==> config.mk <==
export PLATFORM = sky130hd
export DESIGN_NAME = ctc_greedy_decoder
export DESIGN_NICKNAME = d
export VERILOG_FILES = /design/src/rtl/ctcg_pkg.sv /design/src/rtl/ctc_greedy_decoder.sv /design/src/rtl/ctcg_fifo.sv /design/src/rtl/ctcg_front.sv /design/src/rtl/ctcg_back.sv
export SDC_FILE = /design/constraint.sdc
export NUM_CORES = 1
export LEC_CHECK = 0
export ABC_AREA = 0
export BUFFER_PORTS_ARGS = -buffer_cell sky130_fd_sc_hd__buf_2
export CAP_MARGIN = 20
export CORE_MARGIN = 2
export CORE_UTILIZATION = 60
export CTS_CLUSTER_SIZE = 20
export DETAILED_ROUTE_END_ITERATION = 12
export PLACE_DENSITY = 0.8
export SKIP_CTS_REPAIR_TIMING = 1
export SLEW_MARGIN = 20
export SYNTH_ARGS = -nofsm -noshare
export SYNTH_HDL_FRONTEND = slang
export SYNTH_SLANG_ARGS = --single-unit
==> constraint.sdc <==
create_clock -name clock -period 3.75 [get_ports clock]
set_input_delay 0.1875 -clock clock [delete_from_list [all_inputs] [get_ports clock]]
set_output_delay 0.1875 -clock clock [all_outputs]
set_load 0.1 [all_outputs]
==> src/rtl/ctcg_pkg.sv <==
// ----------------------------------------------------------------------------
// CTC greedy decoder package
// Field widths, the result word type and the register reset value.
// ----------------------------------------------------------------------------
package ctcg_pkg;

   localparam int SCORE_W = 16;
   localparam int IDX_W   = 13;
   localparam int KEY_W   = 14;

   localparam logic [KEY_W-1:0] KEY_COUNT_RESET = 14'd8192;

   typedef struct packed {
      logic                      emit;
      logic [IDX_W-1:0]          char_index;
      logic signed [SCORE_W-1:0] char_score;
      logic                      last_step;
   } ctcg_rsp_type;

endpackage

==> src/rtl/ctc_greedy_decoder.sv <==
// Each row's result word is held in the row queue, then in the result register.
// Throughput: one score word per cycle unless req_full, set by one row scorer compare.
// A two-entry row queue and the result register let either side stall on its own.
// Reset is synchronous and active high; it clears the row state, previous winner,
// queues, and sets key_count to 8192.
// ----------------------------------------------------------------------------
// CTC greedy decoder
// Greedy CTC decoding of a stream of class scores, one result word per row.
// ----------------------------------------------------------------------------
module ctc_greedy_decoder #(
   parameter int MAX_CLASSES = 8192
) (
   input  logic                                clock,
   input  logic                                reset,
   input  logic                                req_push,
   output logic                                req_full,
   input  logic signed [ctcg_pkg::SCORE_W-1:0] req_class_score,
   input  logic                                req_row_end,
   input  logic                                req_sequence_end,
   output logic                                rsp_empty,
   input  logic                                rsp_pop,
   output logic                                rsp_emit,
   output logic [ctcg_pkg::IDX_W-1:0]          rsp_char_index,
   output logic signed [ctcg_pkg::SCORE_W-1:0] rsp_char_score,
   output logic                                rsp_last_step,
   input  logic                                csr_wr_en,
   input  logic [ctcg_pkg::KEY_W-1:0]          csr_wr_data
);

   localparam int CLS_W = (MAX_CLASSES > 1) ? $clog2(MAX_CLASSES) : 1;
   localparam int CNT_W = $clog2(MAX_CLASSES + 1);
   localparam int ROW_W = CLS_W + ctcg_pkg::SCORE_W + 1;

   logic [ctcg_pkg::KEY_W-1:0]          key_count_ff;
   logic                                req_accept;
   logic                                row_push, row_last, row_full, row_empty, row_pop;
   logic [CLS_W-1:0]                    row_winner;
   logic signed [ctcg_pkg::SCORE_W-1:0] row_score;
   logic [ROW_W-1:0]                    row_push_data, row_pop_data;
   logic                                rsp_valid;
   ctcg_pkg::ctcg_rsp_type              rsp;

   always_ff @(posedge clock) begin
      if (reset) begin
         key_count_ff <= ctcg_pkg::KEY_COUNT_RESET;
      end else if (csr_wr_en) begin
         key_count_ff <= csr_wr_data;
      end
   end

   assign req_full   = row_full;
   assign req_accept = req_push && !row_full;

   ctcg_front #(
      .MAX_CLASSES(MAX_CLASSES),
      .CLS_W      (CLS_W),
      .CNT_W      (CNT_W)
   ) u_front (
      .clock       (clock),
      .reset       (reset),
      .accept      (req_accept),
      .score       (req_class_score),
      .row_end     (req_row_end),
      .sequence_end(req_sequence_end),
      .row_push    (row_push),
      .row_winner  (row_winner),
      .row_score   (row_score),
      .row_last    (row_last)
   );

   assign row_push_data = {row_last, row_score, row_winner};

   ctcg_fifo #(
      .WIDTH(ROW_W)
   ) u_row_queue (
      .clock    (clock),
      .reset    (reset),
      .push     (row_push),
      .push_data(row_push_data),
      .full     (row_full),
      .pop      (row_pop),
      .pop_data (row_pop_data),
      .empty    (row_empty)
   );

   ctcg_back #(
      .CLS_W(CLS_W)
   ) u_back (
      .clock     (clock),
      .reset     (reset),
      .key_count (key_count_ff),
      .row_valid (!row_empty),
      .row_winner(row_pop_data[CLS_W-1:0]),
      .row_score (row_pop_data[CLS_W +: ctcg_pkg::SCORE_W]),
      .row_last  (row_pop_data[ROW_W-1]),
      .row_pop   (row_pop),
      .rsp_valid (rsp_valid),
      .rsp_pop   (rsp_pop),
      .rsp       (rsp)
   );

   assign rsp_empty      = !rsp_valid;
   assign rsp_emit       = rsp.emit;
   assign rsp_char_index = rsp.char_index;
   assign rsp_char_score = rsp.char_score;
   assign rsp_last_step  = rsp.last_step;

`ifndef SYNTHESIS
   a_no_char_zero: assert property (@(posedge clock) disable iff (reset)
      (!rsp_empty && !rsp_emit) |-> (rsp_char_index == '0 && rsp_char_score == '0))
      else $error("result word without a character carries nonzero fields");

   a_row_queued: assert property (@(posedge clock) disable iff (reset)
      (req_accept && req_row_end) |=> !row_empty)
      else $error("row end word did not reach the row queue");

   a_no_overflow: assert property (@(posedge clock) disable iff (reset)
      row_push |-> !row_full)
      else $error("row queue written while full");
`endif

endmodule

==> src/rtl/ctcg_fifo.sv <==
// ----------------------------------------------------------------------------
// CTC greedy decoder row queue
// Two-entry register queue that decouples the row scorer from the emitter.
// ----------------------------------------------------------------------------
module ctcg_fifo #(
   parameter int WIDTH = 30
) (
   input  logic             clock,
   input  logic             reset,
   input  logic             push,
   input  logic [WIDTH-1:0] push_data,
   output logic             full,
   input  logic             pop,
   output logic [WIDTH-1:0] pop_data,
   output logic             empty
);

   localparam int DEPTH = 2;

   logic [WIDTH-1:0] entry_ff [DEPTH];
   logic             wr_ptr_ff, wr_ptr_in;
   logic             rd_ptr_ff, rd_ptr_in;
   logic [1:0]       count_ff, count_in;
   logic             do_push, do_pop;

   assign full     = (count_ff == 2'(DEPTH));
   assign empty    = (count_ff == 2'd0);
   assign do_push  = push && !full;
   assign do_pop   = pop && !empty;
   assign pop_data = entry_ff[rd_ptr_ff];

   always_comb begin
      wr_ptr_in = do_push ? ~wr_ptr_ff : wr_ptr_ff;
      rd_ptr_in = do_pop ? ~rd_ptr_ff : rd_ptr_ff;
      count_in  = count_ff;
      if (do_push && !do_pop) begin
         count_in = count_ff + 2'd1;
      end else if (do_pop && !do_push) begin
         count_in = count_ff - 2'd1;
      end
   end

   always_ff @(posedge clock) begin
      if (reset) begin
         wr_ptr_ff <= 1'b0;
         rd_ptr_ff <= 1'b0;
         count_ff  <= 2'd0;
      end else begin
         wr_ptr_ff <= wr_ptr_in;
         rd_ptr_ff <= rd_ptr_in;
         count_ff  <= count_in;
      end
   end

   always_ff @(posedge clock) begin
      if (do_push) begin
         entry_ff[wr_ptr_ff] <= push_data;
      end
   end

endmodule

==> src/rtl/ctcg_front.sv <==
// ----------------------------------------------------------------------------
// CTC greedy decoder row scorer
// Tracks the running maximum of a row and hands the row winner onward.
// ----------------------------------------------------------------------------
module ctcg_front #(
   parameter int MAX_CLASSES = 8192,
   parameter int CLS_W       = 13,
   parameter int CNT_W       = 14
) (
   input  logic                               clock,
   input  logic                               reset,
   input  logic                               accept,
   input  logic signed [ctcg_pkg::SCORE_W-1:0] score,
   input  logic                               row_end,
   input  logic                               sequence_end,
   output logic                               row_push,
   output logic [CLS_W-1:0]                   row_winner,
   output logic signed [ctcg_pkg::SCORE_W-1:0] row_score,
   output logic                               row_last
);

   logic signed [ctcg_pkg::SCORE_W-1:0] best_score_ff, best_score_in;
   logic [CLS_W-1:0]                    best_class_ff, best_class_in;
   logic [CNT_W-1:0]                    count_ff, count_in;
   logic                                take, update;
   logic [CLS_W-1:0]                    cur_class;

   assign take      = (count_ff < CNT_W'(MAX_CLASSES));
   assign update    = take && ((count_ff == '0) || (score > best_score_ff));
   assign cur_class = count_ff[CLS_W-1:0];

   assign row_push   = accept && row_end;
   assign row_winner = update ? cur_class : best_class_ff;
   assign row_score  = update ? score : best_score_ff;
   assign row_last   = sequence_end;

   always_comb begin
      best_score_in = best_score_ff;
      best_class_in = best_class_ff;
      count_in      = count_ff;
      if (accept) begin
         if (row_end) begin
            best_score_in = '0;
            best_class_in = '0;
            count_in      = '0;
         end else if (take) begin
            count_in = count_ff + CNT_W'(1);
            if (update) begin
               best_score_in = score;
               best_class_in = cur_class;
            end
         end
      end
   end

   always_ff @(posedge clock) begin
      if (reset) begin
         best_score_ff <= '0;
         best_class_ff <= '0;
         count_ff      <= '0;
      end else begin
         best_score_ff <= best_score_in;
         best_class_ff <= best_class_in;
         count_ff      <= count_in;
      end
   end

endmodule

==> src/rtl/ctcg_back.sv <==
// ----------------------------------------------------------------------------
// CTC greedy decoder emitter
// Applies the emit rule to each row winner and holds the result word.
// ----------------------------------------------------------------------------
module ctcg_back #(
   parameter int CLS_W = 13
) (
   input  logic                                clock,
   input  logic                                reset,
   input  logic [ctcg_pkg::KEY_W-1:0]          key_count,
   input  logic                                row_valid,
   input  logic [CLS_W-1:0]                    row_winner,
   input  logic signed [ctcg_pkg::SCORE_W-1:0] row_score,
   input  logic                                row_last,
   output logic                                row_pop,
   output logic                                rsp_valid,
   input  logic                                rsp_pop,
   output ctcg_pkg::ctcg_rsp_type              rsp
);

   localparam int WIDE_W = (CLS_W > ctcg_pkg::KEY_W) ? CLS_W : ctcg_pkg::KEY_W;

   logic                          valid_ff, valid_in;
   logic [ctcg_pkg::IDX_W-1:0]    prev_ff, prev_in;
   ctcg_pkg::ctcg_rsp_type        rsp_ff, rsp_in;
   logic                          load, emit;
   logic [WIDE_W-1:0]             winner_wide, index_wide;

   assign load        = row_valid && (!valid_ff || rsp_pop);
   assign row_pop     = load;
   assign winner_wide = WIDE_W'(row_winner);
   assign index_wide  = winner_wide - WIDE_W'(1);
   assign emit        = (winner_wide != '0) &&
                        (winner_wide < WIDE_W'(key_count)) &&
                        (winner_wide != WIDE_W'(prev_ff));

   always_comb begin
      valid_in = valid_ff;
      prev_in  = prev_ff;
      rsp_in   = rsp_ff;
      if (load) begin
         valid_in          = 1'b1;
         prev_in           = row_last ? '0 : winner_wide[ctcg_pkg::IDX_W-1:0];
         rsp_in.emit       = emit;
         rsp_in.char_index = emit ? index_wide[ctcg_pkg::IDX_W-1:0] : '0;
         rsp_in.char_score = emit ? row_score : '0;
         rsp_in.last_step  = row_last;
      end else if (rsp_pop) begin
         valid_in = 1'b0;
      end
   end

   always_ff @(posedge clock) begin
      if (reset) begin
         valid_ff <= 1'b0;
         prev_ff  <= '0;
      end else begin
         valid_ff <= valid_in;
         prev_ff  <= prev_in;
      end
   end

   always_ff @(posedge clock) begin
      rsp_ff <= rsp_in;
   end

   assign rsp_valid = valid_ff;
   assign rsp       = rsp_ff;

endmodule
==> results by stage, run 1 <==
Logic synthesis:
- The area share of the largest cell type after synthesis is approximately a third.
- The compound-cell area share of the yosys netlist is 8.101%.
- The Yosys step of the flow raised 0 warnings.
- The xor and xnor area share after synthesis is 3.930%.
- For this run, the leading register cell type out of synthesis is sky130_fd_sc_hd__edfxtp_1.
- The number of synthesized register bits is 167.
- The net count of the mapped netlist is 723.
- The share of synthesized flip-flops with an asynchronous set or reset is 0%.
- The commonest cells after synthesis are 91 x sky130_fd_sc_hd__edfxtp_1, 76 x sky130_fd_sc_hd__dfxtp_1, 54 x sky130_fd_sc_hd__nor2_1.
- The mapped netlist covers between 7000 and 8000 um2.
- After synthesis, the cell types taking the most area are sky130_fd_sc_hd__edfxtp_1 35%, sky130_fd_sc_hd__dfxtp_1 20%, sky130_fd_sc_hd__ha_1 5.1%.
- The count of flip-flops with a built-in enable after synthesis is 91.
- A synthesized cell averages 11.93 um2.
- The number of standard cells after synthesis is ~650.
- The adder-cell share of the synthesized area is under 10%.
- The multiplexer area fraction after synthesis is 9.577%.
- After Yosys synthesis, and, or, nand and nor cells account for 13.96% of the synthesized area.
- The dominant cell by count in the synthesized netlist is sky130_fd_sc_hd__edfxtp_1.
- After synthesis, the largest family of logic cells by area is simple AND/OR/NAND/NOR gates.
- The number of distinct standard cells referenced by the synthesized netlist is 58.
- The biggest area consumer among synthesized cells is sky130_fd_sc_hd__edfxtp_1.
- The share of synthesized area occupied by flip-flops and latches is roughly 55%.

STA:
- The count of pins over their slew limit is 0.
- The final sum of negative setup slack is 0 ps.
- For the pin with the worst max-slew slack, the measured transition is 875.4 ps.
- Final hold analysis gives a worst-case slack of -13.18 ps.
- The achievable frequency is 0.3087 GHz.
- Setup repair after global routing left no endpoint under its margin.
- Setup violations remaining at the end of the flow were counted as 0.
- The hold violation total from the final report came to 3.
- The post-layout minimum cycle time is between 3000 and 4000 ps.
- Of the available clock period, the critical path in the final layout requires between 80% and 90%.
- Clock skew on the completed layout was measured at 11.61 ps.
- In the post-route analysis, the smallest setup slack over all paths is 510.7 ps.
- Measured against its own limit, the worst slew margin works out to 41.58%.

Floorplanning:
- The area of the die is 13930 um2.
- The overall die height is around 120 um.
- Measured along the x axis, the die boundary spans between 100 and 150 um.
- The floorplan has 41 rows.
- The initial core utilization is 61.56%.
- The number of primary I/O pins is 70.
- The region available for standard cell placement spans 12670 um2.

Global routing:
- Global routing finished with a remaining overflow of 0.
- The via count of the first global-routing pass came to 5126.
- The global-route wire length before repair is 25750 um.
- The initial antenna violation count is 0.
- The maximum number of pins on one net before global-route repair is 39.
- Global routing consumed, over all layers together, a little under a quarter of the routing resources.

Worst setup path:
- The capture instance of the worst register-to-register path is u_back.rsp[24].
- The worst setup path is launched from a flop.
- Measured in cells, the most critical reg-to-reg path has a length of 9.
- On the worst path, the slowest cell contributes a delay of approximately 710 ps.
- Counting both buffers and inverters, the worst setup path holds a total of 1.
- The type of the worst setup path is flop to flop.
- The setup slack of the worst register-to-register path is 510 ps.
- For the worst setup path, the data arrival time is about 3500 ps.
- The worst setup path is captured at a flop.
- The maximum net fanout on the critical path is 30.
- The slowest stage cell on the critical path is sky130_fd_sc_hd__nor2_2.
- In this design, the largest share of critical-path delay is due to simple AND/OR/NAND/NOR gates.
- The required arrival time at the worst endpoint is 3990 ps.
- Walking the worst path, the cells encountered are mux2i_4 -> inv_1 -> ha_1 -> o21ai_0 -> a31oi_1 -> o211ai_1 -> a2111oi_0 -> nor2_2 -> nor4bb_2.

Finish:
- Fill cells in the final layout number 875.
- The final layout contains around 810 nets.
- The fraction of final layout cells sized beyond drive strength 1 is 22.64%.
- The final design instance area without fill is roughly 9000 um2.
- The area growth from synthesis to layout is 15.78%.
- The count of antenna diodes in the layout is 0.

Hold path:
- The path class of the tightest hold or removal check is primary input to flop.
- The start point of the worst hold path is csr_wr_data[11].
- The depth of the worst hold-timing path is 3.
- The end point of the worst hold path is key_count_ff[11].

Pwr:
- Summed over all nets, the switching power comes to 0.002814 W.
- Summing internal, switching and leakage power gives 0.006630 W.
- The part of the power in combinational logic is 37.5%.
- The clock network power share is 25.9%.
- The leakage power is 3.447 nW.
- The worst ir drop on vdd is 361.0 uV.
- Net switching is a little over two fifths of the power.
- Internal power comes to 0.003816 W.
- The register share of total power is 36.6%.
- Dividing total power by cell area gives a power density of between 700 and 800 nW/um2.

Clock tree:
- Counting the buffers created by CTS gives 17.
- TritonCTS built the clock tree.
- The worst-skew pair later-pin latency is 440 ps.
- The H-tree was split into 4 levels.
- The number of sinks driven by the clock tree is 167.
- After clock tree synthesis, the clock-pin slew on the worst setup and hold paths is 70 ps.
- The clock passes through at most 2 buffers.
- The tree is rooted in a sky130_fd_sc_hd__clkbuf_16.

Routing:
- The detail-routed net length per standard cell is between 15 and 20 um.
- In the routed design, unresolved DRC markers number 0.
- Using the TritonRoute via totals, the vias-per-cell ratio works out to 5.763.
- The vias after detailed routing is 5319.
- Wires add up to 15590 um.
- The first routing iteration left 515 violations.
- The first-pass iteration count of the detailed router is 5.
- The count of nets left with antenna violations once routing finished came out at 0.

Placed design:
- The routability congestion estimate is just over 0.9.
- Once placement finished, the instance area stood at between 8000 and 9000 um2.
- The wire-length estimate of the detail-placed layout is approximately 11000 um.
- The number of buffers inserted by port buffering is 69.
- Prior to clock tree synthesis, the placed netlist has a worst setup slack of 590.5 ps.

Run status:
- The final reports fail on negative hold slack.
- The flow ran to the end, but the final reports show violations.

Run:
- The tool flagged a number of max-cap violations equal to 0.
kinds of logic (layout without fill, tap and decap cells):
logic type      count (synthesis)  after routing
compound gates                 92             92
simple gates                  180            180
xor+xnor                       35             35
fa+ha+maj                      32             32
flops                         167            167
mux                            66             66
buf+inv                        82            179
flip-flops by register name (all words and copies together) (netlist names), 2 cells and up, named ones only:
signal and count:
u_row_queue.entry_ff 60, u_back.rsp 31, u_front.best_score_ff 16, key_count_ff 14
u_front.count_ff 14, u_back.prev_ff 13, u_front.best_class_ff 13, u_row_queue.count_ff 2
worst max-delay path by stage:
stage | cells after the start | startpoint | endpoint | slack [ps]
floorplan | 12 | flop | u_back.rsp[29] | 990
detailed placement | 9 | flop | u_back.rsp[24] | 590
global route | 9 | flop | u_back.rsp[13] | 140
global placement | 9 | flop | u_back.rsp[24] | 430
CTS | 9 | flop | u_back.rsp[13] | 550
finish | 9 | flop | u_back.rsp[24] | 510
metal layers:
layer / share of wire (%) / global-route usage (%) / wire length [um]
met4: 1.9 / 8.584 / 296
met3: 5.0 / 5.911 / 780
met2: 48 / 36.66 / 7422
met1: 45 / 32.02 / 7092
met5: 0 / 0 / 0
power groups by stage:
stage          registers (W)  clock network, W  logic (W)
3_3_place_gp         0.00246                 0    0.00239
6_report             0.00243           0.00172    0.00248
2_1_floorplan        0.00356                 0   0.000919
5_1_grt              0.00246           0.00182    0.00262
3_5_place_dp         0.00247                 0    0.00243
4_1_cts              0.00243           0.00174    0.00245
cell type report:
cell class / count / area, um2 / area share (%)
clock buffers: 17 / 425.4 / 4.710
clock inverters: 15 / 158.9 / 1.759
well taps: 172 / 215.2 / 2.383
multi-input cells: 405 / 3188 / 35.30
flip-flops and latches: 167 / 4255 / 47.12
repair buffers: 97 / 600.6 / 6.650
inverters: 50 / 187.7 / 2.078
metrics by stage:
| stage | cells | utilization (%) |
|---|---|---|
| after global routing | 923 | 71.27 |
| final | 923 | 71.27 |
| after global placement | 879 | 65.57 |
| after floorplan | 654 | - |
| after detailed placement | 879 | 65.60 |
| after CTS | 911 | 70.21 |
cell usage in the layout, fill, tap and decap left out, drive strengths merged, types with 2 or more instances in the layout:
cell type	n
edfxtp	91
buf	85
dfxtp	76
inv	57
nor2	54
mux2i	42
ha	32
a22o	29
a21oi	28
nor4b	28
mux2	24
nand2	19
xor2	19
clkbuf	18
o21ai	18
nand4	16
nor3	16
xnor2	16
nand3	12
dlygate4sd3	11
and3	7
nor4	7
nand2b	4
or3	4
clkinv	4
nor3b	3
clkinvlp	3
o31ai	2
a21o	2
a2111oi	2
and4	2
nor2b	2
nor4bb	2
and2	2
a21boi	2
worst min-delay path: cells and delay by family:
kind | cells | cell delay [ps]
muxes | 1 | 50
and+or+nand+nor | 1 | 70
buffers and inverters | 1 | 70
Power figures use the tool's default switching activity.
==> run 2, diff against run 1 <==
- ABC_AREA: 0 -> default
- CORE_ASPECT_RATIO: default -> 2
- CORE_UTILIZATION: 60 -> 40
- PLACE_DENSITY: 0.8 -> 0.57
==> run 2 against run 1 <==
- the flow now finishes without violations
- sequential share of layout area decreased by 0.29 points
- utilization down 24 points
- clock power grew 8%
- global-route usage is 6.5 points lower
- routed wire length up 7.1%
- clock-buffer cell count is 7 higher
- power up 1.6%
- first-iteration DRC count down 51%
- sequential power barely moved
- design area increased by 0.61%
- non-clock buffer count down 9
- via count is 3.2% lower
- critical endpoint is now u_row_queue.entry_ff[1][24]
- largest power group unchanged
==> results by stage, run 2 (same netlist as run 1, synthesis figures left out) <==
Run status:
- The run finished with clean final reports.

Worst setup path:
- The stage delay of the slowest cell on the critical path is 660 ps (-50 ps).
- The slowest stage cell on the critical path is sky130_fd_sc_hd__o31ai_1.
- The worst path arrival time is 3320 ps (-160 ps).
- The cell family contributing the most delay on the critical path is compound AO/OA/AOI/OAI gates.
- The maximum net fanout on the critical path is 22 (-27%).
- The critical path startpoint category is a flop.
- The nature of the critical path endpoint is a flop.
- The required arrival time at the worst endpoint is 3920 ps (-70 ps).
- Traced cell by cell, the critical path runs through inv_1 -> ha_1 -> a21oi_1 -> a21boi_0 -> o31ai_1 -> nand3_2 -> a21oi_4 -> buf_4 -> mux2_2.
- The setup slack of the worst register-to-register path came to 600 ps (+90 ps).
- The reg-to-reg critical path startpoint is u_front.best_score_ff[6].
- The path depth of the worst reg2reg path came to 9 (unchanged).
- The worst setup path is of the flop to flop kind.
- The total buffers and inverters traversed by the critical path came to 2 (+1).
- The endpoint identified for the worst register-to-register timing path is u_row_queue.entry_ff[1][24].

Finish:
- The share of the core filled with cells is 47.13% (-24 points).
- The flip-flop count of the largest register, all copies and words added is 60 (unchanged).
- The count of antenna diodes in the layout is 0 (unchanged).
- The library cell used most frequently in the layout, excluding fill and tap cells, is sky130_fd_sc_hd__edfxtp_1.
- The library cells used most frequently in the layout, excluding fill and tap cells, are 91 x sky130_fd_sc_hd__edfxtp_1, 75 x sky130_fd_sc_hd__dfxtp_1, 69 x sky130_fd_sc_hd__buf_2, 53 x sky130_fd_sc_hd__nor2_1, 48 x sky130_fd_sc_hd__inv_1.
- The final cell count without fillers is 1001 (+8.5%).
- The number of fill cells in the layout is 1843 (+110%).
- The register ranked first by flip-flop count is u_row_queue.entry_ff.
- The final design instance area without fill is 9086 um2 (+0.61%).
- The area taken by flip-flops and latches is 4255 um2 (unchanged).
- The final-stage net count is 798 (-1.1%).
- The fraction of final layout cells sized beyond drive strength 1 is 22.37% (-0.26 points).
- The area growth from synthesis to layout is 16.49%.
- The combined area of the multi-input logic cells was 3184 um2 (-0.12%).

Routing:
- The post-detailed-route count of antenna-violating nets was 0 (unchanged).
- The detail-routed net length per standard cell is 16.69 um (-1.2%).
- The number of DRC markers after the initial detailed-route iteration is 254 (-51%).
- The vias after detailed routing is 5151 (-3.2%).
- The post-route DRC violation count is 0 (unchanged).
- The first-pass iteration count of the detailed router was 4 (-1).
- The routed wire length is 16700 um (+7.1%).
- The per-cell via count in the routed design was 5.146 (-11%).

Global routing:
- The global-route wire length before repair was 26880 um (+4.4%).
- The remaining global-route overflow was 0 (unchanged).
- The initial antenna violation count is 0 (unchanged).
- The maximum number of pins on one net before global-route repair is 39 (unchanged).
- The all-layer global routing usage is 17.04% (-6.5 points).
- The via count of the first global-routing pass came to 5336 (+4.1%).

Clock tree:
- The clock slew seen by the registers of the worst setup and hold paths is 60 ps (about the same).
- The depth of the CTS H-tree was 4 (unchanged).
- The worst-skew pair later-pin latency was 430 ps (about the same).
- CTS placed an instance of sky130_fd_sc_hd__clkbuf_16 at the clock tree root.
- The number of sinks driven by the clock tree came to 167 (unchanged).
- The clock tree from TritonCTS is yes.
- The maximum root-to-sink buffer count is 2 (unchanged).
- The number of buffers created by CTS is 17 (unchanged).

Hold path:
- The depth of the worst hold-timing path came to 3 (unchanged).
- The startpoint identified for the worst hold timing path is csr_wr_data[12].
- The worst min-delay path category is primary input to flop.
- The end point of the worst hold path is key_count_ff[12].

Pwr:
- The power density of the placed cells was 741.2 nW/um2 (+0.97%).
- The worst ir drop on vdd is 346.4 uV (-4.0%).
- The switching fraction of total power is 40.93% (-1.5 points).
- The internal power is 0.003978 W (+4.2%).
- The register share of total power is 36.1% (-0.5 points).
- The post-layout total power is 0.006734 W (+1.6%).
- The clock network power share was 27.6% (+1.7 points).
- The leakage power is 3.442 nW (-0.14%).
- The part of the power in combinational logic came to 36.4% (-1.1 points).
- The net switching power figure came to 0.002756 W (-2.0%).

STA:
- The clock tree skew after final layout came to 8.738 ps (-2.867 ps).
- The headroom to the max-slew limit was 49.09% (+7.5 points).
- The fraction of the cycle the final worst path needs was 84.00% (-2.4 points).
- The post-layout minimum cycle time is 3150 ps (-89.48 ps).
- Setup repair after global routing left no endpoint under its margin.
- The pin slew with the least headroom to its limit is 757.1 ps (-118.3 ps).
- The hold violation total from the final report is 0 (-3).
- The number of failing setup endpoints in the final timing report came to 0 (unchanged).
- The achievable frequency is 0.3175 GHz (+2.8%).
- The count of pins over their slew limit is 0 (unchanged).
- The final sum of negative setup slack is 0 ps (unchanged).

Run:
- The count of max-cap constraint violations was 0 (unchanged).

Floorplanning:
- The standard cell core area is 19280 um2 (+52%).
- The number of primary I/O pins is 70 (unchanged).
- The die outline width is 102.7 um (-13%).
- The overall die height is 201.5 um (+71%).
- The initial core utilization is 40.46% (-21 points).
- The area of the die was 20700 um2 (+49%).
- The site row count came to 72 (+76%).

Placed design:
- The instance area at placement is 8417 um2 (+1.3%).
- The routability congestion estimate came to 0.8467 (-9.3%).
- The number of cells after detailed placement came to 966 (+9.9%).
- The number of buffers inserted by port buffering came to 69 (unchanged).
- The placed wire-length estimate after detailed placement is 12240 um (+12%).
-- run 2: changes by cell type in the layout (fill, tap and decap cells not counted), moves of 2 or more --
cell                            before  now
sky130_fd_sc_hd__inv_4               0    2
sky130_fd_sc_hd__clkbuf_8            0    2
sky130_fd_sc_hd__dlygate4sd3_1      11    3
sky130_fd_sc_hd__inv_8               4    0
sky130_fd_sc_hd__inv_6               5    1
sky130_fd_sc_hd__clkbuf_16          18   20
sky130_fd_sc_hd__clkbuf_1            0    2
sky130_fd_sc_hd__clkinvlp_4          3    0
-- run 2: power groups by stage --
stage / clock (W) / sequential (W) / combinational [W]
after floorplan: 0 / 0.00356 / 0.000919
after global placement: 0 / 0.00247 / 0.00243
after detailed placement: 0 / 0.00248 / 0.00246
after CTS: 0.00190 / 0.00244 / 0.00247
after global routing: 0.00196 / 0.00246 / 0.00260
final: 0.00186 / 0.00243 / 0.00245
-- run 2: how the worst max path moves through the flow --
stage               slack (ps)                          end                      from  depth (start not counted)
floorplan                  990               u_back.rsp[29]                      flop                         12
detailed placement         610  u_row_queue.entry_ff[0][24]  u_front.best_score_ff[6]                          9
finish                     600  u_row_queue.entry_ff[1][24]  u_front.best_score_ff[6]                          9
global placement           670   u_row_queue.entry_ff[1][1]  u_front.best_score_ff[6]                          9
global route               380               u_back.rsp[24]                      flop                         12
CTS                        600  u_row_queue.entry_ff[1][24]  u_front.best_score_ff[6]                          9
-- run 2: final cells by class --
type,count,share of cell area [%]
Clock buffer,24,5.894
Clock inverter,8,1.143
Inverter,50,2.066
Multi-Input combinational cell,405,35.05
Sequential cell,167,46.83
Tap cell,259,3.567
Timing Repair Buffer,88,5.453
-- run 2: worst reg2reg max path: cells and delay by family, from the launching register on --
family / cells / cell delay, ps
compound gates: 4 / 1080
mux: 1 / 420
simple gates: 1 / 380
buf+inv: 2 / 370
flops: 1 / 360
fa+ha+maj: 1 / 300
-- run 2: metal layers --
layer	track usage [%]	part of all wire [%]	vias up
met5	0	0	-
met4	7.801	3.4	0
met3	3.543	3.0	37
met2	31.42	55	106
met1	17.83	38	2463
li1	-	-	2545
-- run 2: stage by stage --
| stage | hold WS (ps) | setup slack [ps] |
|---|---|---|
| after global routing | 4.247 | 378.6 |
| final | 0.7333 | 600.1 |
| after CTS | -40.29 | 595.5 |
| after floorplan | 286.4 | 986.7 |
| after detailed placement | 407.6 | 606.1 |
| after global placement | 403.7 | 666.8 |
